===== src/rtl/lds_pkg.sv =====
`default_nettype none
// ----------------------------------------------------------------------------
// lds_pkg
// Shared widths, codes, controller states and the controller/datapath
// command and status groups of the LOOK disk request scheduler.
// ----------------------------------------------------------------------------
package lds_pkg;

	localparam int SECTOR_W        = 48;
	localparam int LENGTH_W        = 16;
	localparam int TAG_W           = 8;
	localparam int PEND_W          = 5;
	localparam int QUEUE_DEPTH_DEF = 16;

	localparam logic ACT_ADD      = 1'b0;
	localparam logic ACT_DISPATCH = 1'b1;

	typedef enum logic [2:0] {
		ST_IDLE,
		ST_ADD_SCAN,
		ST_DISP_SCAN,
		ST_DISP_DRAIN,
		ST_DISP_PICK
	} lds_state_t;

	typedef struct packed {
		logic load;      // latch request beat, rewind scan
		logic cnt_inc;   // step slot index
		logic rd_en;     // read slot at index
		logic res_add;   // store request in slot at index
		logic res_drop;  // table full
		logic res_pick;  // commit LOOK choice
	} lds_cmd_t;

	typedef struct packed {
		logic in_dispatch; // action of the offered beat
		logic full;
		logic empty;
		logic slot_free;   // slot at index is free
		logic cnt_last;
		logic out_free;    // result register can take a value
	} lds_status_t;

endpackage
`default_nettype wire


===== src/rtl/lds_req_if.sv =====
`default_nettype none
// ----------------------------------------------------------------------------
// lds_req_if
// Request channel: add or dispatch beats with valid/ready handshake.
// ----------------------------------------------------------------------------
interface lds_req_if import lds_pkg::*; ();
	logic                valid;
	logic                ready;
	logic                action;
	logic [SECTOR_W-1:0] request_sector;
	logic [LENGTH_W-1:0] request_length;
	logic [TAG_W-1:0]    request_tag;

	modport source (output valid, action, request_sector, request_length, request_tag,
		input ready);
	modport sink (input valid, action, request_sector, request_length, request_tag,
		output ready);
endinterface
`default_nettype wire


===== src/rtl/lds_res_if.sv =====
`default_nettype none
// ----------------------------------------------------------------------------
// lds_res_if
// Result channel: one beat per request beat, valid/ready handshake.
// ----------------------------------------------------------------------------
interface lds_res_if import lds_pkg::*; ();
	logic                valid;
	logic                ready;
	logic                granted;
	logic [SECTOR_W-1:0] served_sector;
	logic [LENGTH_W-1:0] served_length;
	logic [TAG_W-1:0]    served_tag;
	logic                dropped;
	logic                moving_up;
	logic [PEND_W-1:0]   pending_count;

	modport source (output valid, granted, served_sector, served_length, served_tag,
		dropped, moving_up, pending_count, input ready);
	modport sink (input valid, granted, served_sector, served_length, served_tag,
		dropped, moving_up, pending_count, output ready);
endinterface
`default_nettype wire


===== src/rtl/lds_ram.sv =====
`default_nettype none
// ----------------------------------------------------------------------------
// lds_ram
// Generic single write, single read RAM with registered read data.
// ----------------------------------------------------------------------------
module lds_ram #(
	parameter int WIDTH = 8,
	parameter int DEPTH = 16
) (
	input  wire logic                     clk,
	input  wire logic                     we,
	input  wire logic [$clog2(DEPTH)-1:0] waddr,
	input  wire logic [WIDTH-1:0]         wdata,
	input  wire logic                     re,
	input  wire logic [$clog2(DEPTH)-1:0] raddr,
	output logic      [WIDTH-1:0]         rdata
);

	logic [WIDTH-1:0] mem_q [DEPTH];

	always_ff @(posedge clk) begin
		if (we) begin
			mem_q[waddr] <= wdata;
		end
		if (re) begin
			rdata <= mem_q[raddr];
		end
	end

endmodule
`default_nettype wire


===== src/rtl/lds_ctrl.sv =====
`default_nettype none
// ----------------------------------------------------------------------------
// lds_ctrl
// Sequencer: free-slot scan for adds, full table scan and pick for
// dispatches, one beat in flight at a time.
// ----------------------------------------------------------------------------
module lds_ctrl import lds_pkg::*; (
	input  wire logic        clk,
	input  wire logic        arst_n,
	input  wire logic        in_valid,
	output logic             in_ready,
	input  wire lds_status_t st,
	output lds_cmd_t         cmd
);

	lds_state_t state_q, state_d;

	always_ff @(posedge clk or negedge arst_n) begin
		if (!arst_n) begin
			state_q <= ST_IDLE;
		end else begin
			state_q <= state_d;
		end
	end

	always_comb begin
		state_d = state_q;
		case (state_q)
			ST_IDLE: begin
				if (in_valid) begin
					state_d = st.in_dispatch ? ST_DISP_SCAN : ST_ADD_SCAN;
				end
			end
			ST_ADD_SCAN: begin
				if ((st.full || st.slot_free) && st.out_free) begin
					state_d = ST_IDLE;
				end
			end
			ST_DISP_SCAN: begin
				if (st.empty) begin
					state_d = ST_DISP_PICK;
				end else if (st.cnt_last) begin
					state_d = ST_DISP_DRAIN;
				end
			end
			ST_DISP_DRAIN: begin
				state_d = ST_DISP_PICK;
			end
			ST_DISP_PICK: begin
				if (st.out_free) begin
					state_d = ST_IDLE;
				end
			end
			default: begin
				state_d = ST_IDLE;
			end
		endcase
	end

	always_comb begin
		cmd      = '0;
		in_ready = 1'b0;
		case (state_q)
			ST_IDLE: begin
				in_ready = 1'b1;
				cmd.load = in_valid;
			end
			ST_ADD_SCAN: begin
				if (st.full) begin
					cmd.res_drop = st.out_free;
				end else if (st.slot_free) begin
					cmd.res_add = st.out_free;
				end else begin
					cmd.cnt_inc = 1'b1;
				end
			end
			ST_DISP_SCAN: begin
				if (!st.empty) begin
					cmd.rd_en   = 1'b1;
					cmd.cnt_inc = 1'b1;
				end
			end
			ST_DISP_PICK: begin
				cmd.res_pick = st.out_free;
			end
			default: begin
				cmd = '0;
			end
		endcase
	end

	a_res_onehot: assert property (@(posedge clk) disable iff (!arst_n)
		$onehot0({cmd.res_add, cmd.res_drop, cmd.res_pick}))
		else $error("more than one result command");
	a_res_free: assert property (@(posedge clk) disable iff (!arst_n)
		(cmd.res_add || cmd.res_drop || cmd.res_pick) |-> st.out_free)
		else $error("result issued while result register busy");
	a_add_room: assert property (@(posedge clk) disable iff (!arst_n)
		cmd.res_add |-> !st.full && st.slot_free)
		else $error("add into full table or used slot");

endmodule
`default_nettype wire


===== src/rtl/lds_dpath.sv =====
`default_nettype none
// ----------------------------------------------------------------------------
// lds_dpath
// Slot store, valid bits, head and sweep state, scan compare and the
// result register.
// ----------------------------------------------------------------------------
module lds_dpath import lds_pkg::*; #(
	parameter int QUEUE_DEPTH = QUEUE_DEPTH_DEF
) (
	input  wire logic                clk,
	input  wire logic                arst_n,
	input  wire lds_cmd_t            cmd,
	output lds_status_t              st,
	input  wire logic                in_action,
	input  wire logic [SECTOR_W-1:0] in_sector,
	input  wire logic [LENGTH_W-1:0] in_length,
	input  wire logic [TAG_W-1:0]    in_tag,
	output logic                     out_valid,
	input  wire logic                out_ready,
	output logic                     out_granted,
	output logic      [SECTOR_W-1:0] out_sector,
	output logic      [LENGTH_W-1:0] out_length,
	output logic      [TAG_W-1:0]    out_tag,
	output logic                     out_dropped,
	output logic                     out_moving_up,
	output logic      [PEND_W-1:0]   out_pending
);

	localparam int IW  = $clog2(QUEUE_DEPTH);
	localparam int PCW = $clog2(QUEUE_DEPTH + 1);
	localparam int WW  = SECTOR_W + LENGTH_W + TAG_W;

	logic [SECTOR_W-1:0]    sec_in_q;
	logic [LENGTH_W-1:0]    len_in_q;
	logic [TAG_W-1:0]       tag_in_q;
	logic [IW-1:0]          cnt_q;
	logic [QUEUE_DEPTH-1:0] valid_q;
	logic [PCW-1:0]         count_q;
	logic [SECTOR_W-1:0]    head_q;
	logic                   sweep_q;

	logic                   rd_vld_s1;
	logic                   slot_vld_s1;
	logic [IW-1:0]          idx_s1;
	logic [WW-1:0]          rdata;
	logic [SECTOR_W-1:0]    sec_s1;
	logic [LENGTH_W-1:0]    len_s1;
	logic [TAG_W-1:0]       tag_s1;

	logic                   have_up_q, have_dn_q;
	logic [SECTOR_W-1:0]    up_sec_q, dn_sec_q;
	logic [LENGTH_W-1:0]    up_len_q, dn_len_q;
	logic [TAG_W-1:0]       up_tag_q, dn_tag_q;
	logic [IW-1:0]          up_idx_q, dn_idx_q;

	logic                   out_valid_q;

	logic                   cand, up_hit, dn_hit;
	logic                   granted, take_up, new_sweep;
	logic [SECTOR_W-1:0]    pk_sec;
	logic [LENGTH_W-1:0]    pk_len;
	logic [TAG_W-1:0]       pk_tag;
	logic [IW-1:0]          pk_idx;
	logic [PCW-1:0]         count_add, count_pick;

	lds_ram #(
		.WIDTH(WW),
		.DEPTH(QUEUE_DEPTH)
	) u_slots (
		.clk  (clk),
		.we   (cmd.res_add),
		.waddr(cnt_q),
		.wdata({tag_in_q, len_in_q, sec_in_q}),
		.re   (cmd.rd_en),
		.raddr(cnt_q),
		.rdata(rdata)
	);

	assign sec_s1 = rdata[SECTOR_W-1:0];
	assign len_s1 = rdata[SECTOR_W +: LENGTH_W];
	assign tag_s1 = rdata[SECTOR_W+LENGTH_W +: TAG_W];

	assign st.in_dispatch = (in_action == ACT_DISPATCH);
	assign st.full        = (count_q == PCW'(QUEUE_DEPTH));
	assign st.empty       = (count_q == '0);
	assign st.slot_free   = !valid_q[cnt_q];
	assign st.cnt_last    = (cnt_q == IW'(QUEUE_DEPTH - 1));
	assign st.out_free    = !out_valid_q || out_ready;

	// scan compare, ascending slots so strict tests keep the lowest slot on ties
	assign cand   = rd_vld_s1 && slot_vld_s1;
	assign up_hit = cand && (sec_s1 >= head_q) && (!have_up_q || (sec_s1 < up_sec_q));
	assign dn_hit = cand && (sec_s1 < head_q) && (!have_dn_q || (sec_s1 > dn_sec_q));

	assign granted   = have_up_q || have_dn_q;
	assign take_up   = sweep_q ? have_up_q : !have_dn_q;
	assign new_sweep = granted ? take_up : sweep_q;
	assign pk_sec    = take_up ? up_sec_q : dn_sec_q;
	assign pk_len    = take_up ? up_len_q : dn_len_q;
	assign pk_tag    = take_up ? up_tag_q : dn_tag_q;
	assign pk_idx    = take_up ? up_idx_q : dn_idx_q;

	assign count_add  = count_q + PCW'(1);
	assign count_pick = granted ? count_q - PCW'(1) : count_q;

	function automatic logic [PEND_W-1:0] sat_pend(input logic [PCW-1:0] n);
		logic [PEND_W-1:0] r;
		if (PCW > PEND_W && n > PCW'((1 << PEND_W) - 1)) begin
			r = '1;
		end else begin
			r = PEND_W'(n);
		end
		return r;
	endfunction

	always_ff @(posedge clk) begin
		if (cmd.load) begin
			sec_in_q <= in_sector;
			len_in_q <= in_length;
			tag_in_q <= in_tag;
		end
		idx_s1      <= cnt_q;
		slot_vld_s1 <= valid_q[cnt_q];
		if (up_hit) begin
			up_sec_q <= sec_s1;
			up_len_q <= len_s1;
			up_tag_q <= tag_s1;
			up_idx_q <= idx_s1;
		end
		if (dn_hit) begin
			dn_sec_q <= sec_s1;
			dn_len_q <= len_s1;
			dn_tag_q <= tag_s1;
			dn_idx_q <= idx_s1;
		end
		if (cmd.res_add || cmd.res_drop || cmd.res_pick) begin
			out_granted   <= cmd.res_pick && granted;
			out_sector    <= (cmd.res_pick && granted) ? pk_sec : '0;
			out_length    <= (cmd.res_pick && granted) ? pk_len : '0;
			out_tag       <= (cmd.res_pick && granted) ? pk_tag : '0;
			out_dropped   <= cmd.res_drop;
			out_moving_up <= cmd.res_pick ? new_sweep : sweep_q;
			out_pending   <= sat_pend(cmd.res_add ? count_add :
				(cmd.res_pick ? count_pick : count_q));
		end
	end

	always_ff @(posedge clk or negedge arst_n) begin
		if (!arst_n) begin
			cnt_q       <= '0;
			valid_q     <= '0;
			count_q     <= '0;
			head_q      <= '0;
			sweep_q     <= 1'b1;
			rd_vld_s1   <= 1'b0;
			have_up_q   <= 1'b0;
			have_dn_q   <= 1'b0;
			out_valid_q <= 1'b0;
		end else begin
			rd_vld_s1 <= cmd.rd_en;
			if (cmd.load) begin
				cnt_q     <= '0;
				have_up_q <= 1'b0;
				have_dn_q <= 1'b0;
			end else begin
				if (cmd.cnt_inc) begin
					cnt_q <= cnt_q + IW'(1);
				end
				if (up_hit) begin
					have_up_q <= 1'b1;
				end
				if (dn_hit) begin
					have_dn_q <= 1'b1;
				end
			end
			if (cmd.res_add) begin
				valid_q[cnt_q] <= 1'b1;
				count_q        <= count_add;
			end
			if (cmd.res_pick && granted) begin
				valid_q[pk_idx] <= 1'b0;
				count_q         <= count_pick;
				head_q          <= pk_sec + SECTOR_W'(pk_len);
				sweep_q         <= new_sweep;
			end
			if (cmd.res_add || cmd.res_drop || cmd.res_pick) begin
				out_valid_q <= 1'b1;
			end else if (out_ready) begin
				out_valid_q <= 1'b0;
			end
		end
	end

	assign out_valid = out_valid_q;

	a_count: assert property (@(posedge clk) disable iff (!arst_n)
		count_q == PCW'($countones(valid_q)))
		else $error("pending count out of step with valid bits");
	a_pick_valid: assert property (@(posedge clk) disable iff (!arst_n)
		(cmd.res_pick && granted) |-> valid_q[pk_idx])
		else $error("picked slot not pending");
	a_res_excl: assert property (@(posedge clk) disable iff (!arst_n)
		out_valid_q |-> !(out_granted && out_dropped))
		else $error("result both granted and dropped");

endmodule
`default_nettype wire


===== src/rtl/look_disk_request_scheduler_top.sv =====
`default_nettype none
// ----------------------------------------------------------------------------
// look_disk_request_scheduler_top
// LOOK elevator scheduler over a table of QUEUE_DEPTH disk requests.
// ----------------------------------------------------------------------------
// Request beats on req carry an action: add stores sector, length and tag in
// the lowest free slot (or reports dropped when the table is full); dispatch
// serves the next request by the LOOK rule and moves the head to
// sector + length. Every request beat yields exactly one result beat on res,
// with the sweep direction and pending count after the beat.
// One request is worked on at a time. An add scans the slots upward from
// slot 0 to the lowest free slot, with no scan when the table is full. A
// dispatch reads the whole slot RAM, one slot per cycle, then picks; a
// dispatch on an empty table skips the scan and goes straight to the pick.
// Results sit in an output register; a new request is accepted while a
// result waits, and a stalled res only holds the block when the next result
// is ready to be written.
// Reset clears all valid bits, sets the head to sector 0 and the sweep to
// upward; slot contents need no clearing.
// ----------------------------------------------------------------------------
module look_disk_request_scheduler_top import lds_pkg::*; #(
	parameter int QUEUE_DEPTH = QUEUE_DEPTH_DEF
) (
	input wire logic clk,
	input wire logic arst_n,
	lds_req_if.sink  req,
	lds_res_if.source res
);

	lds_cmd_t    cmd;
	lds_status_t st;

	lds_ctrl u_ctrl (
		.clk     (clk),
		.arst_n  (arst_n),
		.in_valid(req.valid),
		.in_ready(req.ready),
		.st      (st),
		.cmd     (cmd)
	);

	lds_dpath #(
		.QUEUE_DEPTH(QUEUE_DEPTH)
	) u_dpath (
		.clk          (clk),
		.arst_n       (arst_n),
		.cmd          (cmd),
		.st           (st),
		.in_action    (req.action),
		.in_sector    (req.request_sector),
		.in_length    (req.request_length),
		.in_tag       (req.request_tag),
		.out_valid    (res.valid),
		.out_ready    (res.ready),
		.out_granted  (res.granted),
		.out_sector   (res.served_sector),
		.out_length   (res.served_length),
		.out_tag      (res.served_tag),
		.out_dropped  (res.dropped),
		.out_moving_up(res.moving_up),
		.out_pending  (res.pending_count)
	);

endmodule
`default_nettype wire

===== src/flat_wrapper.sv =====
// flat-port wrapper written by rule: the top's interface ports become plain ports
module look_disk_request_scheduler_top_flat import lds_pkg::*;
#(
	parameter int QUEUE_DEPTH = QUEUE_DEPTH_DEF
)
  (clk, arst_n, req_valid, req_action, req_request_sector, req_request_length, req_request_tag, req_ready, res_valid, res_granted, res_served_sector, res_served_length, res_served_tag, res_dropped, res_moving_up, res_pending_count, res_ready);
  lds_req_if req_i ();
  lds_res_if res_i ();
  input wire logic clk;
  input wire logic arst_n;
  input wire logic [$bits(req_i.valid)-1:0] req_valid;
  input wire logic [$bits(req_i.action)-1:0] req_action;
  input wire logic [$bits(req_i.request_sector)-1:0] req_request_sector;
  input wire logic [$bits(req_i.request_length)-1:0] req_request_length;
  input wire logic [$bits(req_i.request_tag)-1:0] req_request_tag;
  output wire logic [$bits(req_i.ready)-1:0] req_ready;
  output wire logic [$bits(res_i.valid)-1:0] res_valid;
  output wire logic [$bits(res_i.granted)-1:0] res_granted;
  output wire logic [$bits(res_i.served_sector)-1:0] res_served_sector;
  output wire logic [$bits(res_i.served_length)-1:0] res_served_length;
  output wire logic [$bits(res_i.served_tag)-1:0] res_served_tag;
  output wire logic [$bits(res_i.dropped)-1:0] res_dropped;
  output wire logic [$bits(res_i.moving_up)-1:0] res_moving_up;
  output wire logic [$bits(res_i.pending_count)-1:0] res_pending_count;
  input wire logic [$bits(res_i.ready)-1:0] res_ready;
  assign req_i.valid = req_valid;
  assign req_i.action = req_action;
  assign req_i.request_sector = req_request_sector;
  assign req_i.request_length = req_request_length;
  assign req_i.request_tag = req_request_tag;
  assign req_ready = req_i.ready;
  assign res_valid = res_i.valid;
  assign res_granted = res_i.granted;
  assign res_served_sector = res_i.served_sector;
  assign res_served_length = res_i.served_length;
  assign res_served_tag = res_i.served_tag;
  assign res_dropped = res_i.dropped;
  assign res_moving_up = res_i.moving_up;
  assign res_pending_count = res_i.pending_count;
  assign res_i.ready = res_ready;
  look_disk_request_scheduler_top #(.QUEUE_DEPTH(QUEUE_DEPTH)) u_core (.clk(clk), .arst_n(arst_n), .req(req_i), .res(res_i));
endmodule

===== config.mk =====
export PLATFORM = sky130hd
export DESIGN_NAME = look_disk_request_scheduler_top_flat
export DESIGN_NICKNAME = d
export VERILOG_FILES = /design/src/rtl/lds_pkg.sv /design/src/rtl/lds_req_if.sv /design/src/rtl/lds_res_if.sv /design/src/rtl/lds_ram.sv /design/src/rtl/lds_ctrl.sv /design/src/rtl/lds_dpath.sv /design/src/rtl/look_disk_request_scheduler_top.sv /design/src/flat_wrapper.sv
export SDC_FILE = /design/constraint.sdc
export NUM_CORES = 2
export LEC_CHECK = 0
export BUFFER_PORTS_ARGS = -buffer_cell sky130_fd_sc_hd__buf_2
export CAP_MARGIN = 20
export CORE_ASPECT_RATIO = 0.5
export CORE_MARGIN = 2
export CORE_UTILIZATION = 45
export DETAILED_ROUTE_END_ITERATION = 16
export GPL_TIMING_DRIVEN = 0
export SKIP_LAST_GASP = 1
export SYNTH_ARGS = -nofsm -noshare
export SYNTH_HDL_FRONTEND = slang
export SYNTH_SLANG_ARGS = --single-unit
export TNS_END_PERCENT = 1

===== constraint.sdc =====
create_clock -name clk -period 8.6 [get_ports clk]
set_input_delay 0.43 -clock clk [delete_from_list [all_inputs] [get_ports clk]]
set_output_delay 0.43 -clock clk [all_outputs]
set_load 0.1 [all_outputs]

# Word-level counts from Yosys, hierarchy flattened
# Memory sizes are Yosys's and may differ from the RTL's. A register that Yosys moved wholly into a read port is not among the register bits.
# Cells that the tools add are included.
# op_classes
n_bitwise	3
n_reduce_logical	28
addsub	4
n_lt_le_gt_ge	8
eq_ne	10
mux	49
# op_table
cell	n
$lt 48x48->1	2
$add 48x16->48	1
$ge 48x48->1	1
$gt 48x48->1	1
$mux 16	3
$mux 48	1
$mux 5	5
$mux 1	23
$and 16x16->16	1
$not 16->16	1
$or 16x16->16	1
$mux 3	5
$pmux 3 s5	1
$mux 4	3
$lt 4x5->1 const B	2
$reduce_bool 2->1	5
$logic_and 1x1->1	9
$demux 1 s4	2
$ge 4x1->1 const B	2
$mux 8	1
$logic_or 1x1->1	7
$eq 3x2->1 const B	2
$mux 2	3
$ne 2x2->1 const B	3
other kinds (14)	17
# totals
out_inout_bits	82
regBits	390
mem_bits_rw	1152
in_bits	77
n_memories	1
# memory_table
name	words	word_bits	read_ports	rd_ports_with_merged_regs	write_ports	line_no	rtl
u_core.u_dpath.u_slots.mem_q	16	72	1	1	1	lds_ram.sv:19	logic [WIDTH-1:0] mem_q [DEPTH];

# Depth between registers and ports, before layout
# logic_depth
depth_word	10
mapped_depth	19
depth_no_buf	14

# Modules after synthesis
# Synthesis repeated with hierarchy kept, for this count alone.
# hier_totals
hier_cells	3547
hier_area_um2	64783.4
# modules_own_cells
mod	seq_area_each_um2	n_inst	cells_per_inst	area_each_um2
lds_ram	36755.3	1	1850	45274.7
lds_dpath	11182.0	1	1666	19261.0
lds_ctrl	75.1	1	31	247.7

# Worst setup path before layout
# Ideal clock, no wire load.
# synth_timing
kind	reg2reg
start	reg u_core.u_dpath.cnt_q[0]
end	reg u_core.u_dpath.out_dropped, enable pin
arrival_time_ps	7158
path_slack_ps	825
path_buffers	1
stages_incl_launch_ff	7
period_less_slack_ps	7775
required_ps	7983
path_cell_list	dfrtp_1 buf_2 mux4_2 mux4_2 nand2_1 a21boi_0 nor3_1
# synth_via
elab_chain_len	7
# synth_rtl
element	line_no	rtl
from (decl)	lds_dpath.sv:36	logic [IW-1:0] cnt_q;
from (signal assigned)	lds_dpath.sv:167	cnt_q <= cnt_q + IW'(1);
$bmux 1 s4	lds_dpath.sv:86	assign st.slot_free = !valid_q[cnt_q];
$mux 1 (not written as such)	lds_dpath.sv:86	
$mux 1	lds_ctrl.sv:71	end else if (st.slot_free) begin
$mux 1	lds_ctrl.sv:69	if (st.full) begin
$mux 2	lds_ctrl.sv:63	case (state_q)
$logic_or 1x1->1 (2 in series)	lds_dpath.sv:136	if (cmd.res_add || cmd.res_drop || cmd.res_pick) begin
to (signal assigned)	lds_dpath.sv:141	out_dropped <= cmd.res_drop;
to (decl)	lds_dpath.sv:24	output logic out_dropped,
# Every way passes these cells. The select of a mux whose other input is x is not followed.
# A chain may end at the register's enable or synchronous reset.

# Worst setup path after layout
# layout_timing
start	reg u_core.u_dpath.have_up_q
end	reg u_core.u_dpath.head_q[38]
# layout_via
elab_chain_len	3
word_cells_on_any_way	6
cone_classes	add/sub (1); mux (3); reduce/logical (2)
# layout_rtl
element	line_no	rtl
from (decl)	lds_dpath.sv:50	logic have_up_q, have_dn_q;
from (signal assigned)	lds_dpath.sv:156	have_up_q <= 1'b0;
from (signal assigned)	lds_dpath.sv:163	have_up_q <= 1'b0;
from (signal assigned)	lds_dpath.sv:170	have_up_q <= 1'b1;
$mux 1	lds_dpath.sv:96	assign take_up = sweep_q ? have_up_q : !have_dn_q;
$mux 16	lds_dpath.sv:99	assign pk_len = take_up ? up_len_q : dn_len_q;
net u_core.u_dpath.pk_len[10]	lds_dpath.sv:61	logic [LENGTH_W-1:0] pk_len;
$add 48x16->48	lds_dpath.sv:183	head_q <= pk_sec + SECTOR_W'(pk_len);
to (signal assigned)	lds_dpath.sv:183	
to (decl)	lds_dpath.sv:39	logic [SECTOR_W-1:0] head_q;
# The timed path passes the listed nets, and every way through them passes these cells.

==> key figures <==
Place
  • PortBufs: ~160
  • Worst Setup Slack post-DPL: 2.01 ns
  • Final HPWL DP: approximately 120,000 um
  • Global placer's final weighted congestion: 0.903

STA
  • Final worst slack: 1.97 ns
  • Final-report hold violation count: 0
  • Endpoints failing setup: 0
  • Maximum clock rate: 0.151 GHz
  • Final slew viol count: 0
  • RSZ-0062 raised after global routing: false
  • Worst Tran Pin Value: 1.15 ns
  • Relative slew slack: a little under a quarter
  • Clock skew: 0.0383 ns
  • Period minus WS final: 6.63 ns
  • Final period util: approximately 77%

Yosys
  • Number of synthesized flops with an enable pin: 1,528
  • Flops & latches, synth: 1,614
  • Top FF cell, synth: edfxtp_1
  • Yosys Warn Count: 0
  • Most area-hungry cell type in the Yosys netlist: edfxtp_1
  • Avg Inst Size Synth: about 19 um2
  • Ys async rst share: 5.02%
  • Mapped Area: 0.0646 mm2
  • Sequential share of the synthesized area: 74.3%
  • Top-area cell type share of the netlist area: 71.0%
  • Syn_nets: 3,619
  • Mapped Cells: 3,376
  • Synth top area cells: edfxtp_1 (71%), mux4_2 (13%), ha_1 (3.2%)
  • Netlist cell types: 71

Pwr
  • Power density cells: 344 mW/mm2
  • Worst vdd ir: 0.000220 V
  • Power share of the combinational group: 34.1%
  • Switching pwr: between 0.009 and 0.01 W
  • Pint: 0.0169 W
  • Reg power frac: between 40% and 50%
  • Final Total Pwr: 0.0262 W
  • Sw frac: 35.3%
  • Clock power share: 25.1%
  • Pleak: 25.6 nW

Setup path
  • Worst Path Required: about 9.3 ns
  • Worst Path Max Fanout: 10
  • Worst path slowest cell: o2111ai_1
  • Worst Setup Start Kind: register
  • Critical path class: register to register
  • CP max stage delay: 0.69 ns
  • Critical Path Sink Type: register
  • Critical Path AT: 7.30 ns
  • Crit-path cells: and2_1 -> nor2_1 -> buf_2 -> clkbuf_1 -> clkbuf_1 -> buf_2 -> nand2_1 -> nand2_1 -> ha_1 -> and2_1 -> a221o_1 -> a211oi_1 -> a21oi_1 -> o2111ai_1 -> nor3_1 -> xor2_1 -> o21ai_0

Clock tree
  • Clock buffer depth: 3
  • Worst skew pair latency: 0.78 ns
  • CTS resizes: 0
  • Clock Root Buffer: clkbuf_16
  • Cts bufs inserted: 145
  • Clock-pin slew on the worst setup and hold paths: 0.06 ns
  • Clock sink total: 1,614
  • Htree depth: 4
  • CTS tree: yes

Floorplanning
  • Die area: about 0.15 mm2
  • Ports: 159
  • Die width: 540 um
  • Placeable Area: around 0.14 mm2
  • Initial Util: a little under half
  • Row Count: 98
  • Die Y: around 270 um

GRT
  • Largest net degree at the start of global routing: 56
  • Total GRT Usage: 23.4%
  • GRT Residual Overflow: 0
  • Vias in the first global route: 34,354
  • Initial antenna violation count: 16
  • First-pass GRT wire length: 245,000 um

Layout
  • Filler cell count: 11,160
  • Nets: 4,131
  • Share of layout cells above drive strength 1: 22.7%
  • Commonest non-fill, non-tap cell in the layout: edfxtp_1
  • Area Growth Syn to Fin: 17.5%
  • Commonest cells after routing, fill and taps aside: edfxtp_1 (1,528), mux4_2 (365), nand2_1 (214)

Route
  • Post-Route WL: 171,000 um
  • First-pass detailed-route iteration total: 7
  • Via-to-Cell Ratio: about 5.8
  • Antenna Nets Post-Route: 0
  • Via count: 34,407
  • WL/cell: 29.0 um
  • Post-detailed-route DRC marker count: 0
  • Iter 0 DRT Violations: between 4,000 and 5,000

Job
  • Max capacitance violation total: 0

Status
  • Outcome: finished clean

Min path
  • Hold/Removal Path Class: input pin to async pin
[layer usage]
metal	track usage (%)	up-vias	wire (um)
li1	-	14593	-
met1	35.4	18122	76000
met2	35.0	1447	76800
met3	4.71	243	14900
met4	5.93	2	3600
met5	0	-	19
[sequential cells by signal, summed over array words and instances, names as in the netlist, 16 cells and up]
signal                        flops
u_core.u_dpath.dn_sec_q          48
u_core.u_dpath.up_len_q          16
u_core.u_dpath.head_q            48
u_core.u_dpath.valid_q           16
u_core.u_dpath.dn_len_q          16
u_core.u_dpath.u_slots.mem_q   1152
u_core.u_dpath.up_sec_q          48
u_core.u_dpath.len_in_q          16
u_core.u_dpath.u_slots.rdata     72
u_core.u_dpath.out_sector        48
u_core.u_dpath.sec_in_q          48
u_core.u_dpath.out_length        16
[cell families after synthesis]
family	after synthesis	share of synthesized area, %
adder cells (fa/ha/maj)	166	3.23
multiplexers	372	12.8
AO/OA/AOI/OAI	352	3.36
buffers and inverters	290	1.73
AND/OR/NAND/NOR	533	3.90
XOR/XNOR	49	0.664
flip-flops	1614	74.3
[power by group through the flow]
stage	clock network [W]	registers (W)	logic (W)
5_1_grt	0.00697	0.0108	0.00954
3_3_place_gp	0	0.0109	0.00829
6_report	0.00656	0.0107	0.00891
4_1_cts	0.00666	0.0107	0.00884
2_1_floorplan	0	0.0112	0.00496
3_5_place_dp	0	0.0108	0.00878
[final cells by class]
type	count	area, um2	share of cell area (%)
inverters	156	586	0.771
repair buffers	365	4090	5.39
flip-flops and latches	1614	48000	63.2
clock inverters	79	827	1.09
diodes	4	10.0	0.0132
multi-input cells	1472	15600	20.5
well taps	1900	2380	3.13
clock buffers	182	3910	5.15
plain buffers	134	537	0.707
[per-stage QoR]
stage | hold WS (ns) | cell area, um2 | std cells | utilization, % | TNS [ns]
floorplan | 0.134 | 64600 | 3376 | - | 0
global placement | 0.409 | 67800 | 5434 | 47.5 | -1084.72
detailed placement | 0.397 | 70300 | 5552 | 49.2 | 0
CTS | 0.112 | 75700 | 5888 | 53.1 | 0
global route | 0.168 | 75900 | 5903 | 53.2 | 0
finish | 0.153 | 75900 | 5906 | 53.2 | 0
[cells in the mapped netlist (all sizes together) (7+ instances only)]
library cell	count
nor2	112
ha	165
xnor2	28
a211oi	10
a31oi	7
clkbuf	92
mux4	365
o21ai	95
xor2	21
o22a	10
a21oi	129
buf	42
nand4	39
nand2b	9
inv	156
nand2	218
dfrtp	80
nor4	13
nor2b	9
and2	20
nor3b	7
a21o	43
edfxtp	1528
nor3	46
nand3	42
[final timing paths]
check	from	to	slack [ns]	cells past startpoint
worst min-delay path	arst_n	u_core.u_dpath.head_q[37]	0.15	2
worst min register to register	u_core.u_dpath.idx_s1[1]	u_core.u_dpath.up_idx_q[1]	0.43	0
worst max-delay path	u_core.u_dpath.have_up_q	u_core.u_dpath.head_q[38]	1.97	17
min in group clk	req_valid	u_core.u_dpath.cnt_q[2]	0.23	4
worst max register to register	u_core.u_dpath.have_up_q	u_core.u_dpath.head_q[38]	1.97	17
max in group asynchronous	arst_n	u_core.u_dpath.head_q[9]	7.76	3
[timing repair]
item | in CTS | in global routing
buffers inserted | 0 | 0
hold buffers | 75 | 0
endpoints found under the hold margin | 119 | 0
[critical path, delay by kind of cell, from the launching register on]
kind | cells | cell delay (ns)
xor gates and xnor gates | 1 | 0.19
adders and majority gates | 1 | 0.30
and+or+nand+nor | 6 | 1.57
buffers and inverters | 4 | 1.96
AOI/OAI and AO/OA | 5 | 1.96
DFF | 1 | 0.53
Power figures use the tool's default switching activity.
